==> config.mk <==
export PLATFORM = sky130hd
export DESIGN_NAME = cordic_vector_to_polar_core
export DESIGN_NICKNAME = d
export VERILOG_FILES = /design/src/rtl/cvp_pkg.sv /design/src/rtl/cordic_vector_to_polar_core.sv /design/src/rtl/cvp_stage.sv
export SDC_FILE = /design/constraint.sdc
export NUM_CORES = 2
export LEC_CHECK = 0
export BUFFER_PORTS_ARGS = -buffer_cell sky130_fd_sc_hd__buf_2
export CAP_MARGIN = 15
export CORE_ASPECT_RATIO = 0.5
export CORE_MARGIN = 2
export CORE_UTILIZATION = 59
export DETAILED_ROUTE_END_ITERATION = 6
export GPL_ROUTABILITY_DRIVEN = 0
export PLACE_DENSITY_LB_ADDON = 0.05
export SETUP_SLACK_MARGIN = 0.4
export SLEW_MARGIN = 20
export SYNTH_ARGS = -nofsm -noshare
export SYNTH_HDL_FRONTEND = slang
export SYNTH_SLANG_ARGS = --single-unit
export TNS_END_PERCENT = 30
==> constraint.sdc <==
create_clock -name clk -period 35.3 [get_ports clk]
set_input_delay 7.06 -clock clk [delete_from_list [all_inputs] [get_ports clk]]
set_output_delay 7.06 -clock clk [all_outputs]
set_load 0.01 [all_outputs]
==> src/rtl/cvp_pkg.sv <==
package cvp_pkg;

  localparam int ANGLE_WIDTH = 17;
  localparam int ATAN_DEPTH = 16;
  localparam int GAIN_SHIFT = 16;
  localparam int GAIN_WIDTH = 17;

  localparam logic signed [ANGLE_WIDTH-1:0] HALF_PI = 17'sd16384;
  localparam logic signed [GAIN_WIDTH-1:0] GAIN_COMP = 17'sd39797;

  localparam logic signed [ANGLE_WIDTH-1:0] ATAN_TABLE [ATAN_DEPTH] = '{
    17'sd8192, 17'sd4836, 17'sd2555, 17'sd1297, 17'sd651, 17'sd326, 17'sd163, 17'sd81,
    17'sd41, 17'sd20, 17'sd10, 17'sd5, 17'sd3, 17'sd1, 17'sd1, 17'sd0
  };

  function automatic int atan_sum(input int n);
    int s;
    s = 0;
    for (int i = 0; i < ATAN_DEPTH; i++) begin
      if (i < n) begin
        s = s + int'(ATAN_TABLE[i]);
      end
    end
    return s;
  endfunction

endpackage

==> src/rtl/cordic_vector_to_polar_core.sv <==
// Pipeline registers in order: quadrant fold, one stage per micro-rotation,
// gain multiply, saturate into the result register.
// Throughput: one request per cycle; the whole pipeline advances together and
// holds while the result register is full and out_ready is low.
// Reset: synchronous, clears only the valid bits of every stage.
module cordic_vector_to_polar_core
  import cvp_pkg::*;
#(
  parameter int ITERATIONS = 14,
  parameter int DATA_WIDTH = 16
) (
  input  logic                          clk,
  input  logic                          rst,
  input  logic                          in_valid,
  output logic                          in_ready,
  input  logic signed [DATA_WIDTH-1:0]  real_part,
  input  logic signed [DATA_WIDTH-1:0]  imag_part,
  output logic                          out_valid,
  input  logic                          out_ready,
  output logic        [DATA_WIDTH-1:0]  magnitude,
  output logic signed [ANGLE_WIDTH-1:0] angle
);

  localparam int XW = DATA_WIDTH + 3;
  localparam int PW = XW + GAIN_WIDTH;
  localparam int MW = PW - GAIN_SHIFT;
  localparam logic signed [ANGLE_WIDTH-1:0] ANG_LIMIT =
    ANGLE_WIDTH'(int'(HALF_PI) + atan_sum(ITERATIONS));

  logic enable;

  logic                          valid_s [ITERATIONS+1];
  logic signed [XW-1:0]          x_s     [ITERATIONS+1];
  logic signed [XW-1:0]          y_s     [ITERATIONS+1];
  logic signed [ANGLE_WIDTH-1:0] ang_s   [ITERATIONS+1];

  logic signed [XW-1:0]          re_w;
  logic signed [XW-1:0]          im_w;
  logic signed [XW-1:0]          x0_next;
  logic signed [XW-1:0]          y0_next;
  logic signed [ANGLE_WIDTH-1:0] ang0_next;

  logic                          valid_m;
  logic signed [PW-1:0]          prod;
  logic signed [PW-1:0]          prod_next;
  logic signed [ANGLE_WIDTH-1:0] ang_m;

  logic signed [MW-1:0]          mag_wide;
  logic        [DATA_WIDTH-1:0]  magnitude_next;

  assign enable   = !out_valid || out_ready;
  assign in_ready = enable;

  assign re_w = {{3{real_part[DATA_WIDTH-1]}}, real_part};
  assign im_w = {{3{imag_part[DATA_WIDTH-1]}}, imag_part};

  always_comb begin
    if (re_w[XW-1]) begin
      if (im_w[XW-1]) begin
        x0_next   = -im_w;
        y0_next   = re_w;
        ang0_next = -HALF_PI;
      end else begin
        x0_next   = im_w;
        y0_next   = -re_w;
        ang0_next = HALF_PI;
      end
    end else begin
      x0_next   = re_w;
      y0_next   = im_w;
      ang0_next = '0;
    end
  end

  always_ff @(posedge clk) begin
    if (rst) begin
      valid_s[0] <= 1'b0;
    end else if (enable) begin
      valid_s[0] <= in_valid;
    end
  end

  always_ff @(posedge clk) begin
    if (enable) begin
      x_s[0]   <= x0_next;
      y_s[0]   <= y0_next;
      ang_s[0] <= ang0_next;
    end
  end

  for (genvar k = 0; k < ITERATIONS; k++) begin : g_step
    cvp_stage #(
      .XW    (XW),
      .SHIFT (k)
    ) u_stage (
      .clk       (clk),
      .rst       (rst),
      .enable    (enable),
      .valid_in  (valid_s[k]),
      .x_in      (x_s[k]),
      .y_in      (y_s[k]),
      .ang_in    (ang_s[k]),
      .valid_out (valid_s[k+1]),
      .x_out     (x_s[k+1]),
      .y_out     (y_s[k+1]),
      .ang_out   (ang_s[k+1])
    );
  end

  assign prod_next = $signed(PW'(x_s[ITERATIONS])) * $signed(PW'(GAIN_COMP));

  always_ff @(posedge clk) begin
    if (rst) begin
      valid_m <= 1'b0;
    end else if (enable) begin
      valid_m <= valid_s[ITERATIONS];
    end
  end

  always_ff @(posedge clk) begin
    if (enable) begin
      prod  <= prod_next;
      ang_m <= ang_s[ITERATIONS];
    end
  end

  assign mag_wide = prod[PW-1:GAIN_SHIFT];

  always_comb begin
    if (mag_wide[MW-1]) begin
      magnitude_next = '0;
    end else if (|mag_wide[MW-1:DATA_WIDTH]) begin
      magnitude_next = '1;
    end else begin
      magnitude_next = mag_wide[DATA_WIDTH-1:0];
    end
  end

  always_ff @(posedge clk) begin
    if (rst) begin
      out_valid <= 1'b0;
    end else if (enable) begin
      out_valid <= valid_m;
    end
  end

  always_ff @(posedge clk) begin
    if (enable) begin
      magnitude <= magnitude_next;
      angle     <= ang_m;
    end
  end

  a_hold_on_stall: assert property (@(posedge clk) disable iff (rst)
    out_valid && !out_ready |=> out_valid && $stable(magnitude) && $stable(angle))
    else $error("result changed while stalled");

  a_ready_only_stalled: assert property (@(posedge clk) disable iff (rst)
    !in_ready |-> out_valid && !out_ready)
    else $error("request refused without a stalled result");

  a_angle_range: assert property (@(posedge clk) disable iff (rst)
    out_valid |-> angle <= ANG_LIMIT && angle >= -ANG_LIMIT)
    else $error("angle outside accumulated table range");

  a_x_nonneg: assert property (@(posedge clk) disable iff (rst)
    valid_s[ITERATIONS] |-> !x_s[ITERATIONS][XW-1])
    else $error("rotated real part went negative");

  a_request_reaches_mul: assert property (@(posedge clk) disable iff (rst)
    enable && valid_s[ITERATIONS] |=> valid_m)
    else $error("request lost before gain stage");

endmodule

==> src/rtl/cvp_stage.sv <==
module cvp_stage
  import cvp_pkg::*;
#(
  parameter int XW = 19,
  parameter int SHIFT = 0
) (
  input  logic                          clk,
  input  logic                          rst,
  input  logic                          enable,
  input  logic                          valid_in,
  input  logic signed [XW-1:0]          x_in,
  input  logic signed [XW-1:0]          y_in,
  input  logic signed [ANGLE_WIDTH-1:0] ang_in,
  output logic                          valid_out,
  output logic signed [XW-1:0]          x_out,
  output logic signed [XW-1:0]          y_out,
  output logic signed [ANGLE_WIDTH-1:0] ang_out
);

  logic signed [XW-1:0] xs;
  logic signed [XW-1:0] ys;
  logic signed [XW-1:0] x_next;
  logic signed [XW-1:0] y_next;
  logic signed [ANGLE_WIDTH-1:0] ang_next;

  assign xs = x_in >>> SHIFT;
  assign ys = y_in >>> SHIFT;

  always_comb begin
    if (y_in[XW-1]) begin
      x_next   = x_in - ys;
      y_next   = y_in + xs;
      ang_next = ang_in - ATAN_TABLE[SHIFT];
    end else begin
      x_next   = x_in + ys;
      y_next   = y_in - xs;
      ang_next = ang_in + ATAN_TABLE[SHIFT];
    end
  end

  always_ff @(posedge clk) begin
    if (rst) begin
      valid_out <= 1'b0;
    end else if (enable) begin
      valid_out <= valid_in;
    end
  end

  always_ff @(posedge clk) begin
    if (enable) begin
      x_out   <= x_next;
      y_out   <= y_next;
      ang_out <= ang_next;
    end
  end

endmodule
# Word level (Yosys, flattened, before mapping)

Index checks and enable logic that the tools add are counted.

Add/sub/neg operators: 83
Multiply operators: 1
Reduce and logical (&&, ||, !) cells: 4
Multiplexer cells: 47

Operators by type and width:

| operator         | count |
|---|---|
| $mux W19         | 29 |
| $mux W17         | 15 |
| $add A19 B10 Y19 | 2 |
| $add A19 B11 Y19 | 2 |
| $add A19 B12 Y19 | 2 |
| $add A19 B13 Y19 | 2 |
| $add A19 B14 Y19 | 2 |
| $add A19 B15 Y19 | 2 |
| $add A19 B16 Y19 | 2 |
| $add A19 B17 Y19 | 2 |
| $add A19 B18 Y19 | 2 |
| $add A19 B7 Y19  | 2 |
| $add A19 B8 Y19  | 2 |
| $add A19 B9 Y19  | 2 |
| $neg A16 Y19     | 2 |
| $sub A19 B10 Y19 | 2 |
| $sub A19 B11 Y19 | 2 |
| $sub A19 B12 Y19 | 2 |
| $sub A19 B13 Y19 | 2 |
| $sub A19 B14 Y19 | 2 |
| $sub A19 B15 Y19 | 2 |
| $sub A19 B16 Y19 | 2 |
| $sub A19 B17 Y19 | 2 |
| $sub A19 B18 Y19 | 2 |
| 42 further kinds | 47 |

Output and inout port bits: 35
Register bits after elaboration: 909
Bits of input ports: 36
Logic and storage cells: 201

# Depth between registers and ports, before layout

Word-level depth: 3
Depth in mapped cells: 23
Mapped depth without buffers: 23

# Modules after synthesis

From an unflattened synthesis, not the netlist that was laid out.

Cell total of the unflattened synthesis: 7984
Area total of the unflattened synthesis: 78280.1 um^2

By module, submodules not included:

| module                         | area each (um^2) | cells an instance | seq. area each (um^2) | times used |
|---|---|---|---|---|
| cordic_vector_to_polar_core    | 11151.9          | 1026              | 3363.2                | 1 |
| cvp_stage (g_step[2].u_stage)  | 4947.2           | 522               | 1671.6                | 1 |
| cvp_stage (g_step[1].u_stage)  | 4913.5           | 515               | 1671.6                | 1 |
| cvp_stage (g_step[4].u_stage)  | 4898.4           | 511               | 1671.6                | 1 |
| cvp_stage (g_step[3].u_stage)  | 4867.2           | 506               | 1671.6                | 1 |
| cvp_stage (g_step[0].u_stage)  | 4857.2           | 517               | 1641.6                | 1 |
| cvp_stage (g_step[7].u_stage)  | 4852.2           | 496               | 1671.6                | 1 |
| cvp_stage (g_step[8].u_stage)  | 4829.6           | 508               | 1671.6                | 1 |
| cvp_stage (g_step[12].u_stage) | 4809.6           | 507               | 1671.6                | 1 |
| cvp_stage (g_step[6].u_stage)  | 4805.9           | 500               | 1671.6                | 1 |
| cvp_stage (g_step[13].u_stage) | 4772.1           | 485               | 1671.6                | 1 |
| cvp_stage (g_step[5].u_stage)  | 4767.1           | 485               | 1671.6                | 1 |
| cvp_stage (g_step[11].u_stage) | 4667.0           | 472               | 1671.6                | 1 |
| cvp_stage (g_step[9].u_stage)  | 4610.7           | 475               | 1671.6                | 1 |
| cvp_stage (g_step[10].u_stage) | 4530.6           | 459               | 1671.6                | 1 |

# Worst setup path after synthesis

OpenSTA, ideal clock, no wires.

Path type: in2out
From: input port out_ready
To: output port in_ready
Slack: -1.001 ns
Arrival time: 29.241 ns
Stages on the path: 4
Required time: 28.240 ns
Buffers on the path: 2
Cells stage by stage: nor2b_1 -> clkbuf_1 -> clkinv_1 -> buf_1

Cells in the longest elaborated chain, start to end: 1

Ends and longest elaborated chain:

| element            | line                              | text |
|---|---|---|
| from (decl)        | cordic_vector_to_polar_core.sv:19 | `input logic out_ready,` |
| $logic_or A1 B1 Y1 | cordic_vector_to_polar_core.sv:51 | `assign enable = !out_valid \|\| out_ready;` |
| to (decl)          | cordic_vector_to_polar_core.sv:15 | `output logic in_ready,` |

No other way between the ends.

# Worst setup path in the final report

Ends and elaborated chain as after synthesis.

==> metrics.md <==
| Metric | Value |
|---|---|
| # Max-Cap Violations | 0 |
| Adder-Cell Fraction of Synth Area | 0.2140 |
| Layout Skew | 0.02635 ns |
| Max transition margin | 0.2806 |
| Port Buffer Count | between 60 and 70 |
| Post-synthesis sequential area ratio | 0.3653 |
| Largest family of logic cells by synthesized area | adder cells |
| Slowest-stage cell, CP | inv_8 |
| Post-route ant nets | 0 |
| DRT iter0 DRCs | between 3k and 4k |
| RSZ-0062 raised after global routing | no |
| Critical Path End Type | output pin |
| Residual DRC | 0 |
| Initial DRT Pass Iterations | 6 |
| HP Class | reg2reg |
| Data required time of the critical path | 28.24 ns |
| CP cell instances | buf_2 > nor2b_1 > buf_4 > inv_8 > buf_2 |
| Initial core utilization | 0.5951 |
| Vias in the first global route | 48.37k |
| Num CTS Buffers | between 80 and 90 |
| Synth area leaders | edfxtp_1 36%, ha_1 16%, xnor2_1 7.5% |
| Buf/Inv on CP | 4 |
| DIE AREA | approximately 0.12 mm2 |
| Netlist cell types | 88 |
| Final setup viols | 0 |
| Yosys top cell area share | 0.3602 |
| TNS Setup | 0 ns |
| Fin. Hold Viols | 0 |
| Hold-fix buffers, CTS | 0 |
| Peak Freq | between 60 and 70 MHz |
| Nets | 7862 |
| Pins Over Slew Limit | 0 |
| Compound-Gate Fraction of Synth Area | 0.1390 |
| Mean post-synth cell area | 10.02 um2 |
| Synthesized area | between 0.06 and 0.07 mm2 |
| Least-Margin Pin Slew | around 1.1 ns |
| Bufs on Longest Clock Path | 3 |
| Synth Area in Simple Gates | 0.1250 |
| IO Pins | roughly 70 |
| CTS tree | yes |
| Fin crit share | 0.4331 |
| Post-synth EDFFs | about 810 |
| First-pass GRT wire length | 239900 um |
| Drt total wl | 146400 um |
| Synth area leader | edfxtp_1 |
| Gr ovfl total | 0 |
| # Post-CTS Setup Buffers | 0 |
| CP dominant cell by count | buf_2 |
| Area delta synth->final | 7.113% |
| Routed length per instance | between 15 and 20 um |
| Post-Synth XOR/XNOR Area | 0.1124 |
| Largest net degree at the start of global routing | 101 |
| Core ar. | 0.1128 mm2 |
| Deepest level of the CTS H-tree | 3 |
| Die Ht | about 240 um |
| Arr. time, crit path | 8.23 ns |
| Setup CP Type | in2out |
| Post-synth top flop | edfxtp_1 |
| Die width | about 480 um |
| Slowest stage delay, CP | 0.46 ns |
| #FFs+latches synth | 822 |
| Initial antenna violation count | 1 |
| Clock Sinks | 822 |
| Reg clk slew, reported paths | about 0.07 ns |
| Root buf cell | clkbuf_16 |
| Resized Gates After CTS | 0 |
| Final min period | between 15 and 20 ns |
| Fillcell total | 9024 |
| Top delay family on crit path | buffers and inverters |
| Critical Path Start Type | primary input |
| Post-synthesis async set-or-reset flop share | 0 |
| YS warnings | 0 |
| Post-DP HPWL | around 110000 um |
| Total track usage | 0.2507 |
| Vias per Instance | between 5 and 6 |
| Worst-Skew Late Latency | 0.68 ns |
| Mux share of post-synthesis cell area | 0.006265 |
| Outcome | finished, final reports clean |
| Share of cells above drive strength 1 | 0.04337 |
| Row count | between 80 and 90 |
| CP Max Fanout | 100 |
| Total vias in the final route | 48.48k |
| Synth Instances | 6698 |
## logic make-up after synthesis
group,count (synthesis)
compound gates,1477
xor+xnor,861
fa+ha+maj,1042
buf+inv,675
flops,822
mux,40
other cells,2
simple gates,1779
## per-layer routing
layer | wire, um | global-route usage
met5 | 0 | 0
met4 | 5789 | 0.09616
met3 | 5149 | 0.03323
met2 | 73820 | 0.4524
met1 | 61650 | 0.3030
## registers in the layout (all words and copies together), names as in the netlist
signal                    count
x_s                          19
ang_s                         2
out_valid                     1
y_s                          19
prod                         20
valid_m                       1
g_step.u_stage.y_out        234
magnitude                    16
valid_s                       1
angle                        16
g_step.u_stage.ang_out      198
g_step.u_stage.valid_out     14
ang_m                        16
g_step.u_stage.x_out        265
## final timing paths
path,slack (ns),to,start,cells after the start
max,20.01,in_ready,out_ready,5
min,0.41,ang_m[5],g_step[13].u_stage.ang_out[5],0
max reg2reg,29.15,prod[35],g_step[13].u_stage.x_out[6],19
min reg2reg,0.41,ang_m[5],g_step[13].u_stage.ang_out[5],0
## Yosys cell counts, types with 103 or more instances
master,count
a21o_1,152
a21oi_1,557
edfxtp_1,805
fa_1,176
ha_1,866
inv_1,577
nand2_1,305
nand3_1,117
nor2_1,670
nor2b_1,103
nor3_1,212
o21ai_0,214
xnor2_1,575
xor2_1,286
## final cells by class
type,count,area (um2),share of cell area
diodes,1,2.502,0.00003481
clock buffers,92,2163,0.03010
clock inverters,55,516.7,0.007189
inverters,581,2188,0.03044
multi-input cells,5203,40050,0.5572
flip-flops and latches,822,24510,0.3410
well taps,1513,1893,0.02634
repair buffers,95,551.8,0.007676
## layout by cell type (no fill, tap or decap), drive strengths merged, types with 46 or more instances in the layout
master / instances
a21o: 152
nor3: 213
fa: 176
o21ai: 276
or3: 49
nor2b: 103
nor2: 670
a31oi: 59
nand2b: 74
and3: 71
clkbuf: 92
a21oi: 566
nand3: 117
nand2: 305
inv: 583
nor4: 46
o21bai: 75
edfxtp: 805
xor2: 286
xnor2: 575
buf: 95
ha: 866
o21a: 79
## metrics by stage
stage / setup slack [ns] / hold WS (ns) / cell area (um2) / utilization / cells
after floorplan: 1.537 / 0.4003 / 67120 / - / 6700
after global placement: 20.04 / 0.4032 / 69180 / 0.6134 / 8213
after detailed placement: 20.04 / 0.4045 / 69180 / 0.6134 / 8213
after CTS: 20.04 / 0.4164 / 71860 / 0.6372 / 8360
after global routing: 19.93 / 0.4197 / 71880 / 0.6374 / 8362
final: 20.01 / 0.4146 / 71880 / 0.6374 / 8362
Power is not shown: default switching activity piles up to over one toggle a cycle in this logic, so the estimate is an artifact.
